$ cat config.mk
export PLATFORM = sky130hd
export DESIGN_NAME = lslc_axis_unit
export DESIGN_NICKNAME = d
export VERILOG_FILES = /design/src/hw/rtl/lslc_pkg.sv /design/src/hw/rtl/lslc_axis_unit.sv
export SDC_FILE = /design/constraint.sdc
export NUM_CORES = 1
export LEC_CHECK = 0
export BUFFER_PORTS_ARGS = -buffer_cell sky130_fd_sc_hd__buf_2
export CAP_MARGIN = 25
export CORE_UTILIZATION = 50
export DETAILED_ROUTE_END_ITERATION = 10
export PLACE_DENSITY_LB_ADDON = 0.2
export SLEW_MARGIN = 40
export SYNTH_ARGS = -nofsm -noshare
export SYNTH_HDL_FRONTEND = slang
export SYNTH_SLANG_ARGS = --single-unit
$ cat constraint.sdc
create_clock -name vclk -period 5.3
set_clock_uncertainty 0.1 [all_clocks]
set_input_delay 0.53 -clock vclk [all_inputs]
set_output_delay 0.53 -clock vclk [all_outputs]
set_load 0.01 [all_outputs]
$ cat src/hw/rtl/lslc_pkg.sv
// ----------------------------------------------------------------------------
// lslc_pkg
// Shared widths, register indexes and types of the layered sprite list culler.
// ----------------------------------------------------------------------------
`default_nettype none

package lslc_pkg;

	// Default sizes of the sprite store and the layer directory
	localparam int unsigned DEF_MAX_SPRITES = 64;
	localparam int unsigned DEF_MAX_LAYERS  = 16;

	// Fixed field widths
	localparam int unsigned COORD_W    = 32;
	localparam int unsigned HANDLE_W   = 16;
	localparam int unsigned LAYER_W    = 8;
	localparam int unsigned SIZE_W     = 16;
	localparam int unsigned LCOUNT_W   = 5;
	localparam int unsigned CFG_DATA_W = 32;
	localparam int unsigned CFG_IDX_W  = 3;

	// Configuration register indexes
	typedef enum logic [CFG_IDX_W-1:0] {
		REG_VIEW_LEFT   = 3'd0,
		REG_VIEW_TOP    = 3'd1,
		REG_VIEW_WIDTH  = 3'd2,
		REG_VIEW_HEIGHT = 3'd3,
		REG_LAYERS      = 3'd4
	} cfg_reg_t;

	// Result of one pass through the axis window unit
	typedef struct packed {
		logic                      hit;
		logic signed [COORD_W-1:0] screen;
	} axis_res_t;

	// Layer directory controls
	typedef struct packed {
		logic add;    // append a sprite to a layer
		logic look;   // read head, tail and occupancy of the walked layer
		logic clear;  // mark the walked layer empty
	} dir_ctl_t;

	// Sprite store controls
	typedef struct packed {
		logic wr;     // write a new entry
		logic link;   // write a next pointer
		logic rd;     // read one entry
	} store_ctl_t;

endpackage

`default_nettype wire

$ cat src/hw/rtl/lslc_axis_unit.sv
// ----------------------------------------------------------------------------
// lslc_axis_unit
// Shared window unit: tests one coordinate against the culling window of one
// axis and forms the saturated screen coordinate.
// ----------------------------------------------------------------------------
`default_nettype none

module lslc_axis_unit import lslc_pkg::*; (
	input  logic signed [COORD_W-1:0] coord,
	input  logic signed [COORD_W-1:0] origin,
	input  logic        [SIZE_W-1:0]  size,
	output axis_res_t                 res
);

	logic signed [COORD_W:0]   diff;
	logic signed [COORD_W+1:0] lo_sum;
	logic signed [COORD_W+1:0] hi_sum;

	// Exact offset from the view origin
	assign diff = $signed({coord[COORD_W-1], coord}) - $signed({origin[COORD_W-1], origin});

	// Window is -size <= diff <= 2*size
	assign lo_sum = $signed({diff[COORD_W], diff}) + $signed({18'd0, size});
	assign hi_sum = $signed({17'd0, size, 1'b0}) - $signed({diff[COORD_W], diff});

	// Flag a hit and clamp the offset to the signed 32-bit range
	always_comb begin
		res.hit = !lo_sum[COORD_W+1] && !hi_sum[COORD_W+1];
		if (diff[COORD_W] != diff[COORD_W-1]) begin
			res.screen = diff[COORD_W] ? {1'b1, {(COORD_W-1){1'b0}}}
				: {1'b0, {(COORD_W-1){1'b1}}};
		end else begin
			res.screen = diff[COORD_W-1:0];
		end
	end

endmodule

`default_nettype wire

# [Word-level counts from Yosys, hierarchy flattened]
# Index checks and enable logic that the tools add are counted.
[totals] output_inout_bits=33 elab_cells=9 in_bits=80 reg_bits=0
[op_classes] n_addsub=3 n_reduce_logical=3 n_mux=2 n_eq_ne=1
[ops] op="$mux W32" n=2
[ops] op="$add A33 B17 Y34" n=1
[ops] op="$sub A18 B33 Y34" n=1
[ops] op="$sub A32 B32 Y33" n=1
[ops] op="$logic_not A1 Y1" n=2
[ops] op="$logic_and A1 B1 Y1" n=1
[ops] op="$ne A1 B1 Y1" n=1

# [Depth between registers and ports, before layout]
[depth] ltp_word=4 depth_mapped=19 ltp_nobuf=19

# [Least setup slack after synthesis]
# OpenSTA, ideal clock, no wires.
[synth_timing] kind="input-to-output" from="input port origin[12]" to="output port res[32] (netlist name)" path_buffers=1 arrival_ps=3784 slack_ps=886 t_required_ps=4670 stages=18 path_cell_list="inv_1 ha_1 buf_6 a21oi_1 nor2_1 a21oi_1 o211ai_1 o211ai_1 a21oi_1 a21o_1 a21o_1 xor2_1 inv_1 ha_1 and4_1 nand4_1 or4_1 o41ai_2"
[synth_lines] element="from (decl)" line_no="lslc_axis_unit.sv:10" text="input logic signed [COORD_W-1:0] origin,"
[synth_lines] element="to (decl)" line_no="lslc_axis_unit.sv:12" text="output axis_res_t res"

==> results.toml <==
[status]
status = "complete, no violations"

[power]
power.switching_mw = 0.423
p_int_mw = 0.290
ir_drop_uv = 91.4
total_leakage_power_nw = 1.94
pwr-share-seq_pct = 0
p_sw_share_pct = 59.3
clkPwrFrac_pct = 0
p_comb_share_pct = 100.0
power_density_mw_per_mm2 = 195

[clock_tree]
post_cts.repair.setup_buffers = 0
cts_hold_buf = 0

[yosys]
ys_top_cells_by_count = "ha_1 (61), inv_1 (58), o21ai_0 (47)"
yosysSeqAreaShare_pct = 0
synth.area.top_cells = "ha_1 (25%), o21ai_0 (7.7%), inv_1 (7.1%), a21oi_1 (6.8%), nand2_1 (5.0%)"
syn_area_sq_mm = 0.00307
yosysMostFrequentCell = "ha_1"
synthCells = 451
synth_top_cell_by_area = "ha_1"
synth_top_cell_area_share_pct = 24.9
synth_area_per_cell_sq_um = 6.81
synth_cell_type_count = 69
syn_nets = 593
ys_warn_count = 0

[global_route]
grt_pass1_wl_microns = 14600
grt_pass1_vias = 3331
grt_remaining_overflow = 0
antenna_found_initial = 0
grt_usage_pct = 27.7
grt_max_degree = 33

[floorplanning]
ios = 113
placementRows = 28
initial_utilization_pct = 51.9
die_area_sq_mm = 0.00646
fp.dieH_microns = 80.4
core_sq_mm = 0.00592
die-width_microns = 80.4

[job]
maxCapViolCount = 0

[critical_path]
path_delay_family = "compound AO/OA/AOI/OAI gates"
slowest_stage = "or4_1"
worstSetupEndpointType = "output pin"
cp.required_ns = 4.67
crit_path_end = "res[32]"
startpoint = "coord[12]"
critPathLaunchType = "input port"
max_stage_delay_ns = 0.50
cp_common_cell = "a21oi_1"
arrival_ns = 4.39
critical_path_class = "in -> out"
crit_fanout = 8
worst-path-stages = 18
path_cells = "buf_2 -> ha_1 -> a21oi_1 -> nor2_1 -> a21oi_1 -> o211ai_1 -> o211ai_1 -> a21oi_1 -> a21o_1 -> a21o_1 -> xor2_1 -> inv_1 -> ha_1 -> and4_1 -> nand4_1 -> or4_1 -> o41ai_2 -> buf_2"
worst-path-buf-inv = 3

[cells_and_area]
diodes = 0
stdcell_count = 627
nNetsFinal = 696
num-clock-buffers = 0
area_growth_pct = 19.2
drive_gt1_share_pct = 24.3
final-seq-area_sq_um = 0
seq_cells = 0
nFillCells = 612

[sta]
layout_min_cycle_time_ns = 5.02
fin_setup_tns_ns = 0
rsz0062_at_grt = "false"
relSlewSlack_pct = 64.1
finalMaxSlewViolations = 0
period_share_pct = 94.8
whs_ns = 1.41
tightest_slew_ns = 0.533
setup_viol = 0
finalHoldViolCount = 0
max_freq_mhz = 199

[hold_path]
min_from = "origin[0]"
holdCritPathClass = "in -> out"

[detailed_routing]
vias = 3653
drc_errors = 0
totalWireLength_microns = 8900
drt-initial-drc-count = 186
antenna_left = 0
viasPerCell = 5.83
wl_per_cell_microns = 14.2
firstDrtPassIters = 5

[placement]
portBuffers = 113
dp_cells = 627
dp_hpwl_microns = 7560
gp_congestion = 0.945
-- worst min-delay path by stage --
stage	to	slack, ns	cells after the start
6_report	res[0]	1.41	4
5_1_grt	res[0]	1.45	4
4_1_cts	res[0]	1.41	4
3_5_place_dp	res[0]	1.39	4
3_3_place_gp	res[0]	1.41	4
2_1_floorplan	res[0]	1.22	2
-- stage by stage --
step | util, % | setup WS [ns] | area [sq um] | total power [mW]
2_1_floorplan | - | 0.886 | 3070 | 0.471
3_3_place_gp | 61.8 | 0.415 | 3660 | 0.689
3_5_place_dp | 61.8 | 0.350 | 3660 | 0.704
4_1_cts | 61.8 | 0.322 | 3660 | 0.707
5_1_grt | 61.8 | 0.0227 | 3660 | 0.796
6_report | 61.8 | 0.275 | 3660 | 0.713
-- power groups by stage --
stage	sequential, mW	combinational [mW]	clock [mW]
floorplan	0	0.471	0
global placement	0	0.689	0
detailed placement	0	0.704	0
CTS	0	0.707	0
global route	0	0.796	0
finish	0	0.713	0
-- cell usage in the layout (no fill, tap or decap), types with 3 or more instances in the layout --
master,count
buf_2,113
ha_1,61
inv_1,58
o21ai_0,46
a21oi_1,42
nand2_1,41
nor2_1,22
xnor2_1,12
xor2_1,11
a21o_1,10
o21a_1,8
nand3_1,7
nand2b_1,7
nor3_1,7
o21bai_1,7
nor2b_1,6
nand4_1,6
o211ai_1,6
a31oi_1,5
a211oi_1,5
and2_1,4
o31ai_1,3
nor4_1,3
a221oi_1,3
buf_4,3
-- layout make-up --
cell class	instances	area [sq um]	share of cell area (%)
multi-input combinational	378	2760	75.4
tap	75	93.8	2.56
timing repair buffer	116	588	16.1
inverter	58	218	5.95
-- worst min-delay path: stages --
cell     delay, ns
buf_2         0.08
ha_1          0.16
o21ai_0       0.08
buf_2         0.14
-- layer usage --
metal  global-route usage [%]  vias to the layer above  routed length [microns]
li1                         -                     1850                        -
met4                     5.36                        0                      144
met2                     47.5                      142                     4050
met1                     38.5                     1645                     4220
met3                    0.682                       16                      485
met5                        0                        -                        0
-- cell families (layout without fill, tap and decap cells) --
family / Yosys count / after routing / share of synthesized area (%)
AND/OR/NAND/NOR: 123 / 123 / 21.2
buffers and inverters: 73 / 174 / 10.1
XOR/XNOR: 23 / 23 / 6.56
AO/OA/AOI/OAI: 167 / 167 / 35.6
adder cells (fa/ha/maj): 63 / 63 / 25.8
multiplexers: 2 / 2 / 0.693
-- what timing repair did --
item / CTS / global route
setup endpoints to repair: 0 / 1
gates resized for setup: 0 / 1
endpoints found under the hold margin: 0 / 0
No activity file was read; power rests on OpenSTA's default activity.
