===== src/hw/rtl/lslc_pkg.sv =====
// ----------------------------------------------------------------------------
// lslc_pkg
// Shared widths, register indexes and types of the layered sprite list culler.
// ----------------------------------------------------------------------------
`default_nettype none

package lslc_pkg;

	// Default sizes of the sprite store and the layer directory
	localparam int unsigned DEF_MAX_SPRITES = 64;
	localparam int unsigned DEF_MAX_LAYERS  = 16;

	// Fixed field widths
	localparam int unsigned COORD_W    = 32;
	localparam int unsigned HANDLE_W   = 16;
	localparam int unsigned LAYER_W    = 8;
	localparam int unsigned SIZE_W     = 16;
	localparam int unsigned LCOUNT_W   = 5;
	localparam int unsigned CFG_DATA_W = 32;
	localparam int unsigned CFG_IDX_W  = 3;

	// Configuration register indexes
	typedef enum logic [CFG_IDX_W-1:0] {
		REG_VIEW_LEFT   = 3'd0,
		REG_VIEW_TOP    = 3'd1,
		REG_VIEW_WIDTH  = 3'd2,
		REG_VIEW_HEIGHT = 3'd3,
		REG_LAYERS      = 3'd4
	} cfg_reg_t;

	// Result of one pass through the axis window unit
	typedef struct packed {
		logic                      hit;
		logic signed [COORD_W-1:0] screen;
	} axis_res_t;

	// Layer directory controls
	typedef struct packed {
		logic add;    // append a sprite to a layer
		logic look;   // read head, tail and occupancy of the walked layer
		logic clear;  // mark the walked layer empty
	} dir_ctl_t;

	// Sprite store controls
	typedef struct packed {
		logic wr;     // write a new entry
		logic link;   // write a next pointer
		logic rd;     // read one entry
	} store_ctl_t;

endpackage

`default_nettype wire


===== src/hw/rtl/lslc_layer_dir.sv =====
// ----------------------------------------------------------------------------
// lslc_layer_dir
// Layer directory: head and tail entry of each layer list plus an occupancy
// bit per layer that reset clears.
// ----------------------------------------------------------------------------
`default_nettype none

module lslc_layer_dir import lslc_pkg::*; #(
	parameter  int unsigned MAX_SPRITES = DEF_MAX_SPRITES,
	parameter  int unsigned MAX_LAYERS  = DEF_MAX_LAYERS,
	localparam int unsigned SW = (MAX_SPRITES > 1) ? $clog2(MAX_SPRITES) : 1,
	localparam int unsigned LW = (MAX_LAYERS > 1) ? $clog2(MAX_LAYERS) : 1
) (
	input  logic          clk,
	input  logic          arst_n,
	input  dir_ctl_t      ctl,
	input  logic [LW-1:0] add_layer,
	input  logic [SW-1:0] add_idx,
	input  logic [LW-1:0] walk_layer,
	output logic          need_link,
	output logic          nonempty,
	output logic [SW-1:0] head_idx,
	output logic [SW-1:0] tail_idx
);

	logic [MAX_LAYERS-1:0] valid_q;
	logic [SW-1:0]         head_mem [MAX_LAYERS];
	logic [SW-1:0]         tail_mem [MAX_LAYERS];
	logic [LW-1:0]         tail_addr;

	assign tail_addr = ctl.add ? add_layer : walk_layer;

	// Track which layers hold sprites
	always_ff @(posedge clk or negedge arst_n) begin
		if (!arst_n) begin
			valid_q   <= '0;
			need_link <= 1'b0;
			nonempty  <= 1'b0;
		end else begin
			if (ctl.add) begin
				valid_q[add_layer] <= 1'b1;
				need_link          <= valid_q[add_layer];
			end
			if (ctl.look) begin
				nonempty <= valid_q[walk_layer];
			end
			if (ctl.clear) begin
				valid_q[walk_layer] <= 1'b0;
			end
		end
	end

	// Head and tail tables; the old tail comes out when a sprite is appended
	always_ff @(posedge clk) begin
		if (ctl.add && !valid_q[add_layer]) begin
			head_mem[add_layer] <= add_idx;
		end
		if (ctl.add) begin
			tail_mem[add_layer] <= add_idx;
		end
		if (ctl.add || ctl.look) begin
			tail_idx <= tail_mem[tail_addr];
		end
		if (ctl.look) begin
			head_idx <= head_mem[walk_layer];
		end
	end

endmodule

`default_nettype wire


===== config.mk =====
export PLATFORM = sky130hd
export DESIGN_NAME = lslc_layer_dir
export DESIGN_NICKNAME = d
export VERILOG_FILES = /design/src/hw/rtl/lslc_pkg.sv /design/src/hw/rtl/lslc_layer_dir.sv
export SDC_FILE = /design/constraint.sdc
export NUM_CORES = 1
export LEC_CHECK = 0
export BUFFER_PORTS_ARGS = -buffer_cell sky130_fd_sc_hd__buf_2
export CAP_MARGIN = 10
export CELL_PAD_IN_SITES_DETAIL_PLACEMENT = 0
export CELL_PAD_IN_SITES_GLOBAL_PLACEMENT = 1
export CORE_MARGIN = 1
export CORE_UTILIZATION = 30
export DETAILED_ROUTE_END_ITERATION = 8
export PLACE_DENSITY_LB_ADDON = 0.1
export SETUP_SLACK_MARGIN = 0.3
export SKIP_LAST_GASP = 1
export SYNTH_ARGS = -nofsm -noshare
export SYNTH_HDL_FRONTEND = slang
export SYNTH_SLANG_ARGS = --single-unit

===== constraint.sdc =====
create_clock -name clk -period 1.9 [get_ports clk]
set_input_delay 0.38 -clock clk [delete_from_list [all_inputs] [get_ports clk]]
set_output_delay 0.38 -clock clk [all_outputs]
set_load 0.03 [all_outputs]

== Word-level counts from Yosys, hierarchy flattened ==
Memories as Yosys holds them, arrays and structs flattened. A register that Yosys moved wholly into a read port is not among the register bits.
Index checks and enable logic that the tools add are counted.
Widths: inputs -> output; s select.

* Bits in registers: 18
* Latch bits: 0
* Bits in writable memories: 192
* Bits in read-only memories: 0
* Input bits: 19
* Output and inout bits: 14
* Word-level logic and storage cells: 32
* Memories: 2

{| class="wikitable"
|+ Memories
! name !! words !! bits a word !! read ports !! clocked after Yosys merged registers in !! wr ports !! RTL line !! text
|-
| head_mem || 16 || 6 || 1 || 1 || 1 || lslc_layer_dir.sv:27 || <nowiki>logic [SW-1:0] head_mem [MAX_LAYERS];</nowiki>
|-
| tail_mem || 16 || 6 || 1 || 1 || 1 || lslc_layer_dir.sv:28 || <nowiki>logic [SW-1:0] tail_mem [MAX_LAYERS];</nowiki>
|}

* Add/subtract/negate cells: 0
* $mul: 0
* Divide/modulo/power cells: 0
* Magnitude comparators: 4
* Eq/ne operators: 0
* Shifts and indexed selects: 0
* Mux-type cells: 15
* Bitwise logic cells: 3
* Reductions and logical operators: 5

{| class="wikitable"
|+ Operator list
! kind !! count
|-
| $mux 16 || 2
|-
| $and 16x16->16 || 1
|-
| $not 16->16 || 1
|-
| $or 16x16->16 || 1
|-
| $lt 4x5->1 const B || 2
|-
| $bmux 1 s4 || 2
|-
| $demux 1 s4 || 2
|-
| $ge 4x1->1 const B || 2
|-
| $mux 1 || 8
|-
| $mux 4 || 1
|-
| $logic_and 1x1->1 || 3
|-
| $logic_not 1->1 || 1
|-
| $logic_or 1x1->1 || 1
|}

== Longest topological paths before layout ==
* Word-level depth: 8
* Gate-level depth with buffers: 6
* Gate-level depth less buffers: 4

== Worst setup path before layout ==
OpenSTA, ideal clock, no wires.

* Path kind: input-to-reg
* From: in walk_layer[0]
* To: reg head_idx[4], read port of head_mem, data pin
* Library setup time: 0.272 ns
* Data arrival time: 1.827 ns
* Required time: 1.628 ns
* Setup slack: -0.199 ns
* Stages on the path: 4
* Path buffers: 2
* Cells stage by stage: buf_2 > buf_1 > mux4_2 > mux4_2

{| class="wikitable"
|+ RTL lines
! item !! RTL line !! text
|-
| start: declaration || lslc_layer_dir.sv:19 || <nowiki>input logic [LW-1:0] walk_layer,</nowiki>
|-
| end: declaration || lslc_layer_dir.sv:22 || <nowiki>output logic [SW-1:0] head_idx,</nowiki>
|}

== Worst setup path in the final report ==
* From: reg valid_q[2]
* To: mem head_mem[0][0] (netlist bit) (enable)

* Cells in the longest elaborated chain, start to end: 6

{| class="wikitable"
|+ RTL lines
! item !! RTL line !! text
|-
| start: declaration || lslc_layer_dir.sv:26 || <nowiki>logic [MAX_LAYERS-1:0] valid_q;</nowiki>
|-
| start signal: assignment || lslc_layer_dir.sv:36 || <nowiki>valid_q <= '0;</nowiki>
|-
| start signal: indexed assignment || lslc_layer_dir.sv:41 || <nowiki>valid_q[add_layer] <= 1'b1;</nowiki>
|-
| start signal: indexed assignment || lslc_layer_dir.sv:48 || <nowiki>valid_q[walk_layer] <= 1'b0;</nowiki>
|-
| $bmux 1 s4 || lslc_layer_dir.sv:55 || <nowiki>if (ctl.add && !valid_q[add_layer]) begin</nowiki>
|-
| $mux 1 (implied by the code) || lslc_layer_dir.sv:55 ||
|-
| $logic_not 1->1 || lslc_layer_dir.sv:55 ||
|-
| $logic_and 1x1->1 || lslc_layer_dir.sv:55 ||
|-
| $mux 1 || lslc_layer_dir.sv:55 ||
|-
| $mux 1 (implied by the code) || lslc_layer_dir.sv:56 || <nowiki>head_mem[add_layer] <= add_idx;</nowiki>
|-
| end: declaration || lslc_layer_dir.sv:27 ||
|}

No other way between the ends. The select of a mux whose other input is x is not followed.

==> impl_results.md <==
* Cell variety after synth at 30
* Reg2reg start: valid_q[2]
* Number of port buffers at 32
* Cells after synthesis at ~430
* Largest net degree at the start of global routing at 34
* DIE HEIGHT at 172.6 um
* Crit path max fanout at 5
* Slew of the pin with the lowest slew margin at 717.7 ps
* Worst-case register-to-register setup slack at 120 ps
* Antenna-violating nets left at 0
* Share of layout cells above drive strength 1 at 0.4199
* Max Slew Vio Count at 0
* Most repeated cell in the gate-level netlist after synthesis: edfxtp_1
* CTS clock-pin slew for the worst setup and hold paths at approximately 70 ps
* Setup repair after global routing missed its margin: yes
* Synth area leader: edfxtp_1
* Routed length per instance at 23.61 um
* Total gr overflow at 0
* Largest cells by area after synthesis: edfxtp_1, mux4_2, dfrtp_1, nand2_1, nor3_1
* Syn Std Cell Area at ~8700 um2
* CTS Buffer Depth at 3
* Sequential cell area fraction in the yosys report at 0.7528
* Most common library cells after synthesis: edfxtp_1, mux4_2, nand2_1, nor2_1, dfrtp_1
* Sequential Power Share at 0.497
* TritonCTS buffer count at 25
* Ys async rst share at 0.08108
* Synthesized flop and latch total at roughly 220
* Final number of hold-violating endpoints at 0
* Die footprint at between 20000 and 30000 um2
* Final-report setup violation count at 0
* Ys flop type: edfxtp_1
* Worst-case setup margin in the final layout at 122.7 ps
* Count of warnings emitted by yosys at 0
* Insertion delay to the later sink of the worst-skew pair at 520 ps
* Element type at the critical path end: flip-flop
* Total global-route track usage at 0.1531
* Xor-xnor portion of the synthesized cell area at 0
* Worst IR Drop VDD at roughly 0.00047 V
* Residual DRC count at 0
* Compound-cell area share of the yosys netlist at 0.02163
* Part of the total power dissipated in combinational logic at 0.104
* Achievable Freq at approximately 560 MHz
* Net count reported at finish at between 500 and 600
* Total Routed Length at roughly 22000 um
* Area share of the largest cell type after synthesis at 0.7012
* Switch share at 0.2285
* Post-placement worst setup slack at -226.7 ps
* Initial standard-cell utilization of the core at 0.3044
* Path class of the lowest-slack min-delay path: input port to flip-flop
* Row count at 62
* Clock Skews at between 10 and 15 ps
* Internal power component at between 8000 and 9000 uW
* Number of global-route vias before repair at between 4000 and 5000
* Required time of the critical path at ~2100 ps
* Critical path class: flip-flop to flip-flop
* Status: completed
* Num Clock Sinks at ~220
* Share of total power in the clock network at 0.399
* Hold depth at 3
* Hold path startpoint: add_layer[3]
* Leak at around 0.0037 uW
* Utilization after layout at 0.3853
* Setup crit start kind: flip-flop
* Post-layout minimum cycle time at 1777 ps
* Cell count of the worst reg-to-reg path at 3
* Detailed-routing iteration count for the pre-antenna-repair pass at 5
* Post-route fraction of the period consumed by the critical path at 0.9354
* Clock tree from TritonCTS: built
* Number of vias per cell after detailed routing at a little under 5
* Mean Syn Cell Area at just over 20 um2
* Core region area at between 20000 and 30000 um2
* Clock H-tree levels at 1
* Die W at ~170 um
* Cell area power density at ~1000 nW/um2
* Number of enable-type register cells in the synthesized netlist at just over 200
* Critical path arrival at around 2000 ps
* Synth Area in Simple Gates at 0.04683
* FF-to-FF End: head_mem[0][0]
* Number of I/O pins at 33
* Antenna violations before repair at 0
* Largest family of logic cells by synthesized area: multiplexers
* Routability Congestion at 0.7607
* Net switching power figure at ~2600 uW
* Relative area change from synthesis to final layout at 26.60%
* Total nets after synthesis at approximately 440
* Max capacitance violation total at 0
* Fraction of synthesized area in multiplexers at 0.1651
* Inserted Diodes at 0
* Hold path endpoint: need_link
* Clock Root Buffer: clkbuf_16
* First-pass GRT wire length at between 30000 and 40000 um
* Worst slew slack as a fraction of its limit at 0.5215
* Dpl hpwl at ~15000 um
* Vias after detailed routing at roughly 4600
* DR iter-0 viols at 341
* Synth Area in Adders at 0
==> cells by family (layout without fill, tap and decap cells) <==
logic type	Yosys count	after routing
flip-flops	222	222
AND/OR/NAND/NOR	88	88
multiplexers	66	66
buffers and inverters	25	162
AO/OA/AOI/OAI	24	24
==> state kept, by name (all words and copies together) (netlist names) <==
register   cells
nonempty       1
tail_idx       6
head_idx       6
head_mem      96
valid_q       16
need_link      1
tail_mem      96
==> power groups by stage <==
| stage | registers, uW | clock network [uW] | logic (uW) |
|---|---|---|---|
| 2_1_floorplan | 5780 | 0 | 600 |
| 3_3_place_gp | 5740 | 0 | 1060 |
| 3_5_place_dp | 5740 | 0 | 1060 |
| 4_1_cts | 5620 | 4630 | 1190 |
| 5_1_grt | 5640 | 4820 | 1270 |
| 6_report | 5620 | 4520 | 1180 |
==> cell usage in the layout, fill, tap and decap left out, types with 13 or more instances in the layout <==
master,n
nor2_1,17
buf_4,52
edfxtp_1,204
mux4_2,62
dfrtp_1,18
buf_6,21
clkbuf_16,25
nor3_4,13
nand2_1,30
buf_2,32
==> critical path, stage by stage (launching register included) <==
cell and delay, ps:
dfrtp_1 390, mux4_2 620, nor3_4 300, buf_6 170
==> metrics by stage <==
stage	area [um2]	TNS, ps	cells	hold WS (ps)	total power, uW
final	11060	0	946	286.8	11320
after global routing	11060	0	946	297.1	11730
after CTS	11040	0	946	269.8	11440
after detailed placement	10090	-14080	891	346.0	6806
after global placement	10090	-13630	891	340.4	6797
after floorplan	9022	0	425	84.41	6378
==> area by class of cell <==
type | count | area [um2]
clock buffers | 32 | 651.9
clock inverters | 10 | 103.9
fillers | 2667 | 17640
inverters | 4 | 15.01
multi-input cells | 178 | 2235
flip-flops and latches | 222 | 6576
well taps | 384 | 480.5
repair buffers | 116 | 997.2
==> worst max-delay path by stage <==
stage | from | cells after the start | to
floorplan | ctl[2] | 6 | tail_idx[0]
finish | valid_q[2] | 3 | head_mem[0][0]
CTS | valid_q[2] | 3 | head_mem[3][0]
global placement | add_layer[0] | 5 | head_mem[2][5]
detailed placement | add_layer[0] | 5 | head_mem[3][5]
global route | valid_q[2] | 3 | head_mem[2][4]
==> what timing repair did <==
action / CTS / global route
gates resized for setup: 23 / 4
setup endpoints to repair: 98 / 101
hold buffers: 1 / 0
cloned: 0 / 0
setup buffers: 12 / 0
endpoints found under the hold margin: 18 / 0
pin swaps: 6 / 3
==> routing by layer <==
metal / global-route usage / vias up / share of wire
li1: - / 2016 / -
met2: 0.2413 / 81 / 0.48
met4: 0.04204 / 0 / 0.016
met5: 0 / - / 0
met3: 0.01803 / 31 / 0.036
met1: 0.2241 / 2499 / 0.47
No activity file was read; power rests on OpenSTA's default activity.
